===== config.mk =====
export PLATFORM = sky130hd
export DESIGN_NAME = decimal_text_to_integer_top
export DESIGN_NICKNAME = d
export VERILOG_FILES = /design/src/rtl/dtoi_pkg.sv /design/src/rtl/dtoi_front.sv /design/src/rtl/dtoi_queue.sv /design/src/rtl/dtoi_back.sv /design/src/rtl/decimal_text_to_integer_top.sv
export SDC_FILE = /design/constraint.sdc
export NUM_CORES = 1
export LEC_CHECK = 0
export ABC_AREA = 1
export ABC_CLOCK_PERIOD_IN_PS = 4500
export BUFFER_PORTS_ARGS = -buffer_cell sky130_fd_sc_hd__buf_2
export CORE_ASPECT_RATIO = 0.8
export CORE_MARGIN = 5
export CORE_UTILIZATION = 55
export CTS_CLUSTER_DIAMETER = 30
export DETAILED_ROUTE_END_ITERATION = 16
export GPL_ROUTABILITY_DRIVEN = 0
export HOLD_SLACK_MARGIN = 0.06
export PLACE_DENSITY = 0.73
export SETUP_SLACK_MARGIN = 0.02
export SYNTH_ARGS = -nofsm -noshare
export SYNTH_HDL_FRONTEND = slang
export SYNTH_HIERARCHICAL = 1
export SYNTH_SLANG_ARGS = --single-unit

===== constraint.sdc =====
create_clock -name i_clk -period 4.5 [get_ports i_clk]
set_input_delay 0.225 -clock i_clk [delete_from_list [all_inputs] [get_ports i_clk]]
set_output_delay 0.225 -clock i_clk [all_outputs]
set_load 0.005 [all_outputs]

===== src/rtl/dtoi_pkg.sv =====
`timescale 1ns / 1ps

package dtoi_pkg;

    localparam int DTOI_QUEUE_DEPTH = 2;

    localparam logic [7:0] CH_0     = 8'h30;
    localparam logic [7:0] CH_9     = 8'h39;
    localparam logic [7:0] CH_MINUS = 8'h2D;
    localparam logic [7:0] CH_PLUS  = 8'h2B;

    localparam logic [1:0] CFG_WIDTH_SELECT = 2'd0;
    localparam logic [1:0] CFG_SIGNED_MODE  = 2'd1;

    localparam logic [1:0] WS_8  = 2'd0;
    localparam logic [1:0] WS_16 = 2'd1;
    localparam logic [1:0] WS_32 = 2'd2;
    localparam logic [1:0] WS_64 = 2'd3;

    localparam logic STATUS_OK   = 1'b0;
    localparam logic STATUS_FAIL = 1'b1;

    localparam logic [63:0] LIM_U8   = 64'h0000_0000_0000_00FF;
    localparam logic [63:0] LIM_U16  = 64'h0000_0000_0000_FFFF;
    localparam logic [63:0] LIM_U32  = 64'h0000_0000_FFFF_FFFF;
    localparam logic [63:0] LIM_U64  = 64'hFFFF_FFFF_FFFF_FFFF;
    localparam logic [63:0] LIM_SP8  = 64'h0000_0000_0000_007F;
    localparam logic [63:0] LIM_SP16 = 64'h0000_0000_0000_7FFF;
    localparam logic [63:0] LIM_SP32 = 64'h0000_0000_7FFF_FFFF;
    localparam logic [63:0] LIM_SP64 = 64'h7FFF_FFFF_FFFF_FFFF;
    localparam logic [63:0] LIM_SN8  = 64'h0000_0000_0000_0080;
    localparam logic [63:0] LIM_SN16 = 64'h0000_0000_0000_8000;
    localparam logic [63:0] LIM_SN32 = 64'h0000_0000_8000_0000;
    localparam logic [63:0] LIM_SN64 = 64'h8000_0000_0000_0000;

    typedef struct packed {
        logic [7:0] text_byte;
        logic       last_byte;
    } t_in_item;

    typedef struct packed {
        logic [63:0] value_bits;
        logic        status;
    } t_out_item;

    typedef struct packed {
        logic [1:0] width_select;
        logic       signed_mode;
    } t_cfg;

    typedef struct packed {
        logic       is_num;
        logic       is_minus;
        logic       is_plus;
        logic [3:0] digit;
        logic       last;
    } t_cls;

    typedef struct packed {
        logic full;
        logic empty;
    } t_q_status;

    function automatic logic [63:0] lim_full(logic [1:0] ws, logic sm, logic neg);
        logic [63:0] lim;
        lim = LIM_U64;
        if (!sm) begin
            unique case (ws)
                WS_8:    lim = LIM_U8;
                WS_16:   lim = LIM_U16;
                WS_32:   lim = LIM_U32;
                default: lim = LIM_U64;
            endcase
        end else if (neg) begin
            unique case (ws)
                WS_8:    lim = LIM_SN8;
                WS_16:   lim = LIM_SN16;
                WS_32:   lim = LIM_SN32;
                default: lim = LIM_SN64;
            endcase
        end else begin
            unique case (ws)
                WS_8:    lim = LIM_SP8;
                WS_16:   lim = LIM_SP16;
                WS_32:   lim = LIM_SP32;
                default: lim = LIM_SP64;
            endcase
        end
        return lim;
    endfunction

    function automatic logic [63:0] lim_quot(logic [1:0] ws, logic sm, logic neg);
        logic [63:0] q;
        q = LIM_U64 / 10;
        if (!sm) begin
            unique case (ws)
                WS_8:    q = LIM_U8 / 10;
                WS_16:   q = LIM_U16 / 10;
                WS_32:   q = LIM_U32 / 10;
                default: q = LIM_U64 / 10;
            endcase
        end else if (neg) begin
            unique case (ws)
                WS_8:    q = LIM_SN8 / 10;
                WS_16:   q = LIM_SN16 / 10;
                WS_32:   q = LIM_SN32 / 10;
                default: q = LIM_SN64 / 10;
            endcase
        end else begin
            unique case (ws)
                WS_8:    q = LIM_SP8 / 10;
                WS_16:   q = LIM_SP16 / 10;
                WS_32:   q = LIM_SP32 / 10;
                default: q = LIM_SP64 / 10;
            endcase
        end
        return q;
    endfunction

    function automatic logic [3:0] lim_rem(logic [1:0] ws, logic sm, logic neg);
        logic [3:0] r;
        r = 4'(LIM_U64 % 10);
        if (!sm) begin
            unique case (ws)
                WS_8:    r = 4'(LIM_U8 % 10);
                WS_16:   r = 4'(LIM_U16 % 10);
                WS_32:   r = 4'(LIM_U32 % 10);
                default: r = 4'(LIM_U64 % 10);
            endcase
        end else if (neg) begin
            unique case (ws)
                WS_8:    r = 4'(LIM_SN8 % 10);
                WS_16:   r = 4'(LIM_SN16 % 10);
                WS_32:   r = 4'(LIM_SN32 % 10);
                default: r = 4'(LIM_SN64 % 10);
            endcase
        end else begin
            unique case (ws)
                WS_8:    r = 4'(LIM_SP8 % 10);
                WS_16:   r = 4'(LIM_SP16 % 10);
                WS_32:   r = 4'(LIM_SP32 % 10);
                default: r = 4'(LIM_SP64 % 10);
            endcase
        end
        return r;
    endfunction

endpackage


===== src/rtl/dtoi_front.sv =====
`timescale 1ns / 1ps

module dtoi_front
    import dtoi_pkg::*;
(
    input  t_in_item i_item,
    output t_cls     o_cls
);

    logic [7:0] offset;

    assign offset = i_item.text_byte - CH_0;

    always_comb begin
        o_cls.is_num   = (i_item.text_byte >= CH_0) && (i_item.text_byte <= CH_9);
        o_cls.is_minus = (i_item.text_byte == CH_MINUS);
        o_cls.is_plus  = (i_item.text_byte == CH_PLUS);
        o_cls.digit    = offset[3:0];
        o_cls.last     = i_item.last_byte;
    end

endmodule


===== src/rtl/dtoi_queue.sv =====
`timescale 1ns / 1ps

module dtoi_queue
    import dtoi_pkg::*;
#(
    parameter int DEPTH = DTOI_QUEUE_DEPTH
) (
    input  logic      i_clk,
    input  logic      i_rst_n,
    input  logic      i_push,
    input  t_cls      i_data,
    input  logic      i_pop,
    output t_cls      o_data,
    output t_q_status o_status
);

    localparam int PTR_W = (DEPTH > 1) ? $clog2(DEPTH) : 1;
    localparam int CNT_W = $clog2(DEPTH + 1);

    t_cls             r_mem [DEPTH];
    logic [PTR_W-1:0] r_wr_ptr;
    logic [PTR_W-1:0] r_rd_ptr;
    logic [CNT_W-1:0] r_count;
    logic [PTR_W-1:0] n_wr_ptr;
    logic [PTR_W-1:0] n_rd_ptr;
    logic [CNT_W-1:0] n_count;

    always_comb begin
        n_wr_ptr = r_wr_ptr;
        n_rd_ptr = r_rd_ptr;
        n_count  = r_count;
        if (i_push) begin
            n_wr_ptr = (r_wr_ptr == PTR_W'(DEPTH - 1)) ? '0 : r_wr_ptr + PTR_W'(1);
        end
        if (i_pop) begin
            n_rd_ptr = (r_rd_ptr == PTR_W'(DEPTH - 1)) ? '0 : r_rd_ptr + PTR_W'(1);
        end
        if (i_push && !i_pop) begin
            n_count = r_count + CNT_W'(1);
        end else if (i_pop && !i_push) begin
            n_count = r_count - CNT_W'(1);
        end
    end

    always_ff @(posedge i_clk) begin
        if (!i_rst_n) begin
            r_wr_ptr <= '0;
            r_rd_ptr <= '0;
            r_count  <= '0;
        end else begin
            r_wr_ptr <= n_wr_ptr;
            r_rd_ptr <= n_rd_ptr;
            r_count  <= n_count;
        end
    end

    always_ff @(posedge i_clk) begin
        if (i_push) begin
            r_mem[r_wr_ptr] <= i_data;
        end
    end

    assign o_data         = r_mem[r_rd_ptr];
    assign o_status.full  = (r_count == CNT_W'(DEPTH));
    assign o_status.empty = (r_count == '0);

endmodule


===== src/rtl/dtoi_back.sv =====
`timescale 1ns / 1ps

module dtoi_back
    import dtoi_pkg::*;
(
    input  logic      i_clk,
    input  logic      i_rst_n,
    input  t_cfg      i_cfg,
    input  t_cls      i_item,
    input  t_q_status i_q,
    output logic      o_pop,
    input  logic      i_out_stall,
    output logic      o_out_valid,
    output t_out_item o_out_item
);

    typedef enum logic [3:0] {
        PH_START  = 4'b0001,
        PH_SIGN   = 4'b0010,
        PH_DIGITS = 4'b0100,
        PH_DONE   = 4'b1000
    } t_phase;

    t_phase      r_phase;
    logic [63:0] r_mag;
    logic        r_neg;
    logic        r_fail;
    t_phase      n_phase;
    logic [63:0] n_mag;
    logic        n_neg;
    logic        n_fail;

    logic        r_out_valid;
    logic [63:0] r_out_mag;
    logic        r_out_neg;
    logic        r_out_bad;

    logic [63:0] quot;
    logic [3:0]  rem;
    logic        fits;
    logic        took;
    logic        bad;
    logic [63:0] mag_x10;

    assign quot    = lim_quot(i_cfg.width_select, i_cfg.signed_mode, r_neg);
    assign rem     = lim_rem(i_cfg.width_select, i_cfg.signed_mode, r_neg);
    assign fits    = !((r_mag > quot) || ((r_mag == quot) && (i_item.digit > rem)));
    assign mag_x10 = (r_mag << 3) + (r_mag << 1) + {60'd0, i_item.digit};

    assign o_pop = !i_q.empty && (!i_item.last || !r_out_valid || !i_out_stall);

    always_comb begin
        n_phase = r_phase;
        n_mag   = r_mag;
        n_neg   = r_neg;
        n_fail  = r_fail;
        took    = 1'b0;
        if (!r_fail) begin
            unique case (r_phase)
                PH_START: begin
                    if (i_item.is_minus) begin
                        if (i_cfg.signed_mode) begin
                            n_neg   = 1'b1;
                            n_phase = PH_SIGN;
                        end else begin
                            n_fail = 1'b1;
                        end
                    end else if (i_item.is_plus) begin
                        n_phase = PH_SIGN;
                    end else if (i_item.is_num) begin
                        took = fits;
                        n_fail = !fits;
                    end else begin
                        n_fail = 1'b1;
                    end
                end
                PH_SIGN: begin
                    if (i_item.is_num) begin
                        took = fits;
                        n_fail = !fits;
                    end else begin
                        n_fail = 1'b1;
                    end
                end
                PH_DIGITS: begin
                    if (i_item.is_num) begin
                        took = fits;
                        n_fail = !fits;
                    end else begin
                        n_phase = PH_DONE;
                    end
                end
                PH_DONE: begin
                end
                default: begin
                end
            endcase
        end
        if (took) begin
            n_mag   = mag_x10;
            n_phase = PH_DIGITS;
        end
    end

    // A digit taken at this byte was already checked against the current limit.
    always_comb begin
        bad = n_fail || (n_phase == PH_START) || (n_phase == PH_SIGN)
            || (n_neg && !i_cfg.signed_mode)
            || (!took && (r_mag > lim_full(i_cfg.width_select, i_cfg.signed_mode, r_neg)));
    end

    always_ff @(posedge i_clk) begin
        if (!i_rst_n) begin
            r_phase     <= PH_START;
            r_mag       <= '0;
            r_neg       <= 1'b0;
            r_fail      <= 1'b0;
            r_out_valid <= 1'b0;
        end else begin
            if (o_pop) begin
                if (i_item.last) begin
                    r_phase <= PH_START;
                    r_mag   <= '0;
                    r_neg   <= 1'b0;
                    r_fail  <= 1'b0;
                end else begin
                    r_phase <= n_phase;
                    r_mag   <= n_mag;
                    r_neg   <= n_neg;
                    r_fail  <= n_fail;
                end
            end
            if (o_pop && i_item.last) begin
                r_out_valid <= 1'b1;
            end else if (r_out_valid && !i_out_stall) begin
                r_out_valid <= 1'b0;
            end
        end
    end

    always_ff @(posedge i_clk) begin
        if (o_pop && i_item.last) begin
            r_out_mag <= n_mag;
            r_out_neg <= n_neg;
            r_out_bad <= bad;
        end
    end

    always_comb begin
        o_out_valid = r_out_valid;
        if (r_out_bad) begin
            o_out_item.value_bits = '0;
            o_out_item.status     = STATUS_FAIL;
        end else begin
            o_out_item.value_bits = r_out_neg ? (~r_out_mag) + 64'd1 : r_out_mag;
            o_out_item.status     = STATUS_OK;
        end
    end

endmodule


===== src/rtl/decimal_text_to_integer_top.sv =====
`timescale 1ns / 1ps

// Converts a decimal text, one byte per item on the input channel, into an integer.
// The input channel takes a byte and a last-byte flag; o_in_stall holds it off.
// The output channel gives one item, value and status, for each text, on its last byte.
// Texts are an optional sign and then decimal digits; later non-digit bytes are ignored.
// The configuration channel is always ready: index 0 selects the width, index 1 the sign.
// Write configuration only while no text result is pending in the block; it is not enforced.
// One byte per cycle while the queue has room, set by the multiply-by-ten and range compare.
// A last byte passes through the queue and then the output register before its result can be taken.
// While the receiver stalls, the held result stays put and non-last bytes keep flowing.
// A further last byte then waits in the two-entry queue, and the input stalls once it fills.
// Reset selects 64-bit signed results, clears the text state and empties the queue.
module decimal_text_to_integer_top
    import dtoi_pkg::*;
#(
    parameter int QUEUE_DEPTH = DTOI_QUEUE_DEPTH
) (
    input  logic      i_clk,
    input  logic      i_rst_n,
    input  logic      i_in_valid,
    output logic      o_in_stall,
    input  t_in_item  i_in_item,
    output logic      o_out_valid,
    input  logic      i_out_stall,
    output t_out_item o_out_item,
    input  logic      i_cfg_valid,
    output logic      o_cfg_ready,
    input  logic [1:0] i_cfg_index,
    input  logic [7:0] i_cfg_data
);

    t_cfg      r_cfg;
    t_cls      front_cls;
    t_cls      q_head;
    t_q_status q_stat;
    logic      push;
    logic      pop;

    assign o_cfg_ready = 1'b1;
    assign o_in_stall  = q_stat.full;
    assign push        = i_in_valid && !q_stat.full;

    always_ff @(posedge i_clk) begin
        if (!i_rst_n) begin
            r_cfg.width_select <= WS_64;
            r_cfg.signed_mode  <= 1'b1;
        end else if (i_cfg_valid && o_cfg_ready) begin
            unique case (i_cfg_index)
                CFG_WIDTH_SELECT: r_cfg.width_select <= i_cfg_data[1:0];
                CFG_SIGNED_MODE:  r_cfg.signed_mode  <= i_cfg_data[0];
                default: begin
                end
            endcase
        end
    end

    dtoi_front u_front (
        .i_item (i_in_item),
        .o_cls  (front_cls)
    );

    dtoi_queue #(
        .DEPTH (QUEUE_DEPTH)
    ) u_queue (
        .i_clk    (i_clk),
        .i_rst_n  (i_rst_n),
        .i_push   (push),
        .i_data   (front_cls),
        .i_pop    (pop),
        .o_data   (q_head),
        .o_status (q_stat)
    );

    dtoi_back u_back (
        .i_clk       (i_clk),
        .i_rst_n     (i_rst_n),
        .i_cfg       (r_cfg),
        .i_item      (q_head),
        .i_q         (q_stat),
        .o_pop       (pop),
        .i_out_stall (i_out_stall),
        .o_out_valid (o_out_valid),
        .o_out_item  (o_out_item)
    );

`ifndef SYNTHESIS
    a_no_pop_empty: assert property (@(posedge i_clk) disable iff (!i_rst_n)
        !(pop && q_stat.empty))
        else $error("Back end took an item from an empty queue.");

    a_fail_zero: assert property (@(posedge i_clk) disable iff (!i_rst_n)
        (o_out_valid && (o_out_item.status == STATUS_FAIL)) |-> (o_out_item.value_bits == '0))
        else $error("Failed conversion carries a nonzero value.");

    a_result_from_last: assert property (@(posedge i_clk) disable iff (!i_rst_n)
        (o_out_valid && !$past(o_out_valid)) |-> $past(pop && q_head.last))
        else $error("Result appeared without a last byte being processed.");
`endif

endmodule

# Yosys cells after proc, flatten, opt, wreduce, memory -nomap -nowiden
# Memories as Yosys holds them, arrays and structs flattened. A register that Yosys moved wholly into a read port is not among the register bits.
# Index checks and enable logic that the tools add are counted.
classes:
  n_addsub: 8
  mux: 50
  n_reduce_logical: 35
  magnitude_cmp: 5
  eq_ne: 12
  bitwise_logic: 1
ops:
  columns: ["operator", "count"]
  rows:
  - ["64-bit 2-to-1 mux", 6]
  - ["64-bit case mux with 3 select lines", 2]
  - ["63-bit case mux with 3 select lines", 1]
  - ["61-bit case mux with 3 select lines", 1]
  - ["60-bit case mux with 3 select lines", 1]
  - ["64-bit greater-than comparator", 2]
  - ["65-bit 2-to-1 mux", 1]
  - ["64-bit by 1-bit adder with 64-bit output, second input constant", 1]
  - ["64-bit by 4-bit adder with 64-bit output", 1]
  - ["64-bit adder", 1]
  - ["64-bit equality test", 1]
  - ["64-bit NOT", 1]
  - ["4-bit 2-to-1 mux", 9]
  - ["1-bit 2-to-1 mux", 24]
  - ["8-bit by 6-bit equality test with 1-bit output, second input constant", 2]
  - ["1-bit logical AND", 10]
  - ["1-bit zero test", 10]
  - ["4-bit by 1-bit equality test with 1-bit output, second input constant", 2]
  - ["4-bit by 2-bit equality test with 1-bit output, second input constant", 2]
  - ["8-bit by 6-bit >= comparator with 1-bit output, second input constant", 1]
  - ["8-bit by 6-bit less-or-equal comparator with 1-bit output, second input constant", 1]
  - ["4-bit case mux with 2 select lines", 1]
  - ["1-bit logical OR", 7]
  - ["2-bit zero test", 3]
  - ["14 further kinds", 20]
totals:
  word_cells: 125
  n_memories: 1
  register_bits: 144
  ramBits: 16
  inputBits: 24
memory_table:
  columns: ["name", "depth", "word_bits", "read_ports", "rd_ports_with_merged_regs", "write_ports", "line", "source"]
  rows:
  - ["u_queue.r_mem", 2, 8, 1, 1, 1, "dtoi_queue.sv:20", "t_cls r_mem [DEPTH];"]

# Logic depth before layout (Yosys ltp)
depth:
  word_depth: 18
  depth_mapped: 22
  mapped_depth_nobuf: 21

# By module
# The synthesis kept the hierarchy.
by_module_without_submodules:
  columns: ["module", "n_inst", "cells_per_inst", "area_each_um2", "seq_area_each_um2"]
  rows:
  - ["dtoi_back", 1, 2951, 17705.7, 3403.3]
  - ["dtoi_queue", 1, 58, 804.5, 580.6]
  - ["decimal_text_to_integer_top", 1, 20, 140.1, 60.1]
  - ["dtoi_front", 1, 23, 111.4, 0.0]

# Worst setup path after synthesis
# No wires, ideal clock.
synth_timing:
  path_type: "register to register"
  startpoint: "register with a tool-made name"
  endpoint: "register u_back.r_out_mag[62] (data pin)"
  t_arrival_ps: 3039
  synth_period_minus_slack_ps: 3293
  path_stages_with_launch: 21
  t_required_ps: 4245
  path_slack_ps: 1207
  setup_time_ps: 255
  path_cell_list: "dfxtp_1 > buf_2 > mux2_2 > fa_1 > inv_1 > fa_1 > inv_1 > nand3_1 > nand2_1 > nand2_1 > nand2_1 > nand2_1 > nand2_1 > nand2_1 > nand2_1 > nand2_1 > nand2_1 > nand2_1 > nand2_1 > nand3_1 > and2_1"
synth_rtl:
  columns: ["item", "line", "source"]
  rows:
  - ["to (signal assigned)", "dtoi_back.sv:143", "r_out_mag <= n_mag;"]
  - ["to (decl)", "dtoi_back.sv:34", "logic [63:0] r_out_mag;"]

==> metrics.md <==
| Metric | Value |
|---|---|
| Avg Cell Area, Syn | `6.15 um^2` |
| Placed wire-length estimate | `49.3 mm` |
| Gr ovfl total | `0` |
| Final core utilization | `60.1%` |
| Critical Path Fanout Max | `5` |
| Min cycle time layout | `3.89 ns` |
| Final setup viols | `0` |
| Final Slew Violations | `0` |
| I/O Buffers | `84` |
| Seq/Total Area, Yosys | `21.6%` |
| Via Count | `20,348` |
| Met2 Routed Length | `24.8 mm` |
| Synth Area in Compound Gates | `9.01%` |
| Max clock buf depth | `2` |
| Drt total wl | `61.0 mm` |
| Post_cts resized | `0` |
| Clock Skew | `0.0213 ns` |
| CTS tree | `yes` |
| Number of remaining DRC errors | `0` |
| Power, Total | `8760 uW` |
| Leakage | `0.0110 uW` |
| Critical path class | `flop to flop` |
| H-tree depth | `4` |
| Synth Area in Simple Gates | `39.3%` |
| CTS clk-pin slew, worst paths | `0.08 ns` |
| Largest family of logic cells by synthesized area | `simple AND/OR/NAND/NOR gates` |
| CTS Sinks | `161` |
| CTS Buf Count | `17` |
| Overall Global Routing Usage | `31.0%` |
| Period utilization | `86.4%` |
| Post-synth top area cell | `nand2_1` |
| Flops & latches, synth | `161` |
| Async set or reset register ratio after synthesis | `0%` |
| Data arrival, critical path | `4.07 ns` |
| Area grow syn2layout | `7.80%` |
| CP startpoint kind | `flop` |
| Crit path to | `u_back/r_out_mag[62]` |
| Uppermost routed layer | `met4` |
| Slew @ Worst Pin | `1.19 ns` |
| DR WL/cell | `17.1 um` |
| R2r endpoint | `u_back/r_out_mag[62]` |
| Share of layout cells above drive strength 1 | `5.82%` |
| Yosys cell types | `49` |
| Highest Clock Rate | `257 MHz` |
| Max VDD drop | `0.529 mV` |
| DP Area | `19,600 um^2` |
| Worst Reg-to-Reg Cells | `19` |
| WL met1 | `27.2 mm` |
| Top FF cell, synth | `edfxtp_1` |
| Diodes inserted | `0` |
| Root Buffer | `clkbuf_16` |
| CP endpoint kind | `flop` |
| Synthesized instance count | `3,052` |
| Initial antenna violation count | `2` |
| Adder-Cell Fraction of Synth Area | `16.0%` |
| Global-route wire length before repair | `94.8 mm` |
| Die width | `216 um` |
| Starting Density | `55.8%` |
| Xor and xnor area share after synthesis | `1.63%` |
| Number of synthesized flops with an enable pin | `82` |
| Ports | `92` |
| Core Region | `33,600 um^2` |
| Worst hold path type | `input port to flop` |
| Commonest non-fill, non-tap cell in the layout | `nand2_1` |
| Drt pass-1 iters | `6` |
| Area contributors post-synth | `nand2_1 (19%), ha_1 (16%), edfxtp_1 (13%)` |
| Flop2flop setup slack | `0.61 ns` |
| Pin count of the biggest net entering global routing | `70` |
| Vias in the first global route | `18,160` |
| Yosys top cell area share | `19.3%` |
| Max cap viols | `0` |
| Hold Vio Cnt, Final | `0` |
| Row count | `60` |
| Fin Hold WS | `0.0776 ns` |
| Syn_nets | `3,315` |
| RSZ-0062 raised after global routing | `no` |
| DR WL met3 | `7.44 mm` |
| Area of the mapped netlist | `18,800 um^2` |
| Sum Neg Setup Slack | `0 ns` |
| Post-route ant nets | `0` |
| Final #Nets | `3,378` |
| Setup bufs post-CTS | `0` |
| Post-synthesis mux area share | `0.480%` |
| FILL cells | `3,218` |
| Starting DRT DRC Count | `2,750` |
| Die area | `37,900 um^2` |
| Final Cell Area | `20,200 um^2` |
| Status | `finished clean` |
| Clock insertion delay at the later pin of the skew report | `0.44 ns` |
| DIE HEIGHT | `175 um` |
| Pwr dens | `433 nW/um^2` |
| Yosys warns | `6` |
| Data required, critical path | `4.69 ns` |
| Most frequent cells in the layout | `nand2_1 (963), inv_1 (499), nor2_1 (278)` |
| Worst relative slew slack | `20.9%` |
| Vias per cell | `5.71` |
-- through the flow --
step,cells,worst slack (ns)
6_report,3562,0.613
5_1_grt,3562,0.407
4_1_cts,3562,0.671
3_5_place_dp,3523,0.690
3_3_place_gp,3523,0.746
2_1_floorplan,3052,1.21
-- registers in the layout (all words and copies together), names as in the netlist, named ones only --
name / count
u_back/r_fail: 1
u_queue/r_count: 2
u_back/r_out_bad: 1
u_back/o_out_valid: 1
u_queue/r_mem: 16
r_cfg: 3
u_back/r_phase: 4
u_queue/r_wr_ptr: 1
u_back/r_out_mag: 64
u_queue/r_rd_ptr: 1
u_back/r_out_neg: 1
u_back/r_neg: 1
u_back/r_mag: 64
-- critical path, stage by stage, from the launching register on --
cell and delay (ns):
dfxtp_1 0.37, mux2_2 0.43, fa_1 0.58, inv_1 0.07
fa_1 0.46, inv_1 0.11, nand3_1 0.07, nand2_1 0.21
nand2_1 0.08, nand2_1 0.19, nand2_1 0.07, nand2_1 0.15
nand2_1 0.09, nand2_1 0.14, nand2_1 0.09, nand2_1 0.06
nand2_1 0.04, nand2_1 0.15, nand3_1 0.12, and2_1 0.16
-- cells by family after synthesis --
| logic type | after synthesis |
|---|---|
| adders and majority gates | 239 |
| DFF | 161 |
| buffers and inverters | 572 |
| and+or+nand+nor | 1715 |
| xor gates and xnor gates | 35 |
| other | 1 |
| AOI/OAI and AO/OA | 321 |
| muxes | 8 |
-- routing by layer --
layer  GRT usage (%)  vias to the layer above
met4            7.84                        0
met5               0                        -
met2            46.6                     1067
met1            46.7                     9222
li1                -                     9947
met3            4.56                      112
-- power breakdown --
part           switching, uW  leakage (uW)  internal, uW
combinational           3250       0.00925          1530
sequential               466       0.00142          2080
clock                    694      0.000281           743
-- cells in the mapped netlist, types with 7 or more instances --
cell,instances
o21ai_0,67
edfxtp_1,82
xnor2_1,27
nand3_1,208
nor3_1,52
xor2_1,8
o21bai_1,11
mux2_2,8
dfxtp_1,79
nand2_1,963
buf_2,15
nand3b_1,19
nor2_2,10
inv_1,501
buf_6,7
buf_1,9
nand4_1,84
clkbuf_1,29
and2_1,63
buf_4,7
ha_1,237
nor2_1,279
a21oi_1,217
nor4_1,15
-- repair_timing --
item | 4_1_cts | 5_1_grt
hold endpoints to repair | 13 | 0
hold buffers | 7 | 0
endpoints found under the setup margin | 0 | 0
-- final cells by class --
type,instances,area (um^2),share of cell area [%]
multi-input combinational,2319,12500,61.8
timing repair buffer,111,653,3.23
sequential,161,4040,20.0
inverter,505,1900,9.37
clock buffer,17,425,2.10
tap,434,543,2.68
clock inverter,15,158,0.779
-- how the worst min path moves through the flow --
stage,from,to,slack (ns),cells after the start
final,i_rst_n,r_cfg[1],0.08,2
after global routing,i_rst_n,r_cfg[0],0.09,2
after CTS,i_rst_n,r_cfg[1],0.06,2
after detailed placement,i_in_item[0],u_queue/r_mem[0][0],0.43,1
after global placement,i_in_item[0],u_queue/r_mem[0][0],0.42,1
after floorplan,i_rst_n,r_cfg[1],0.31,1
Note: power is estimated with default switching activity, not from simulation.
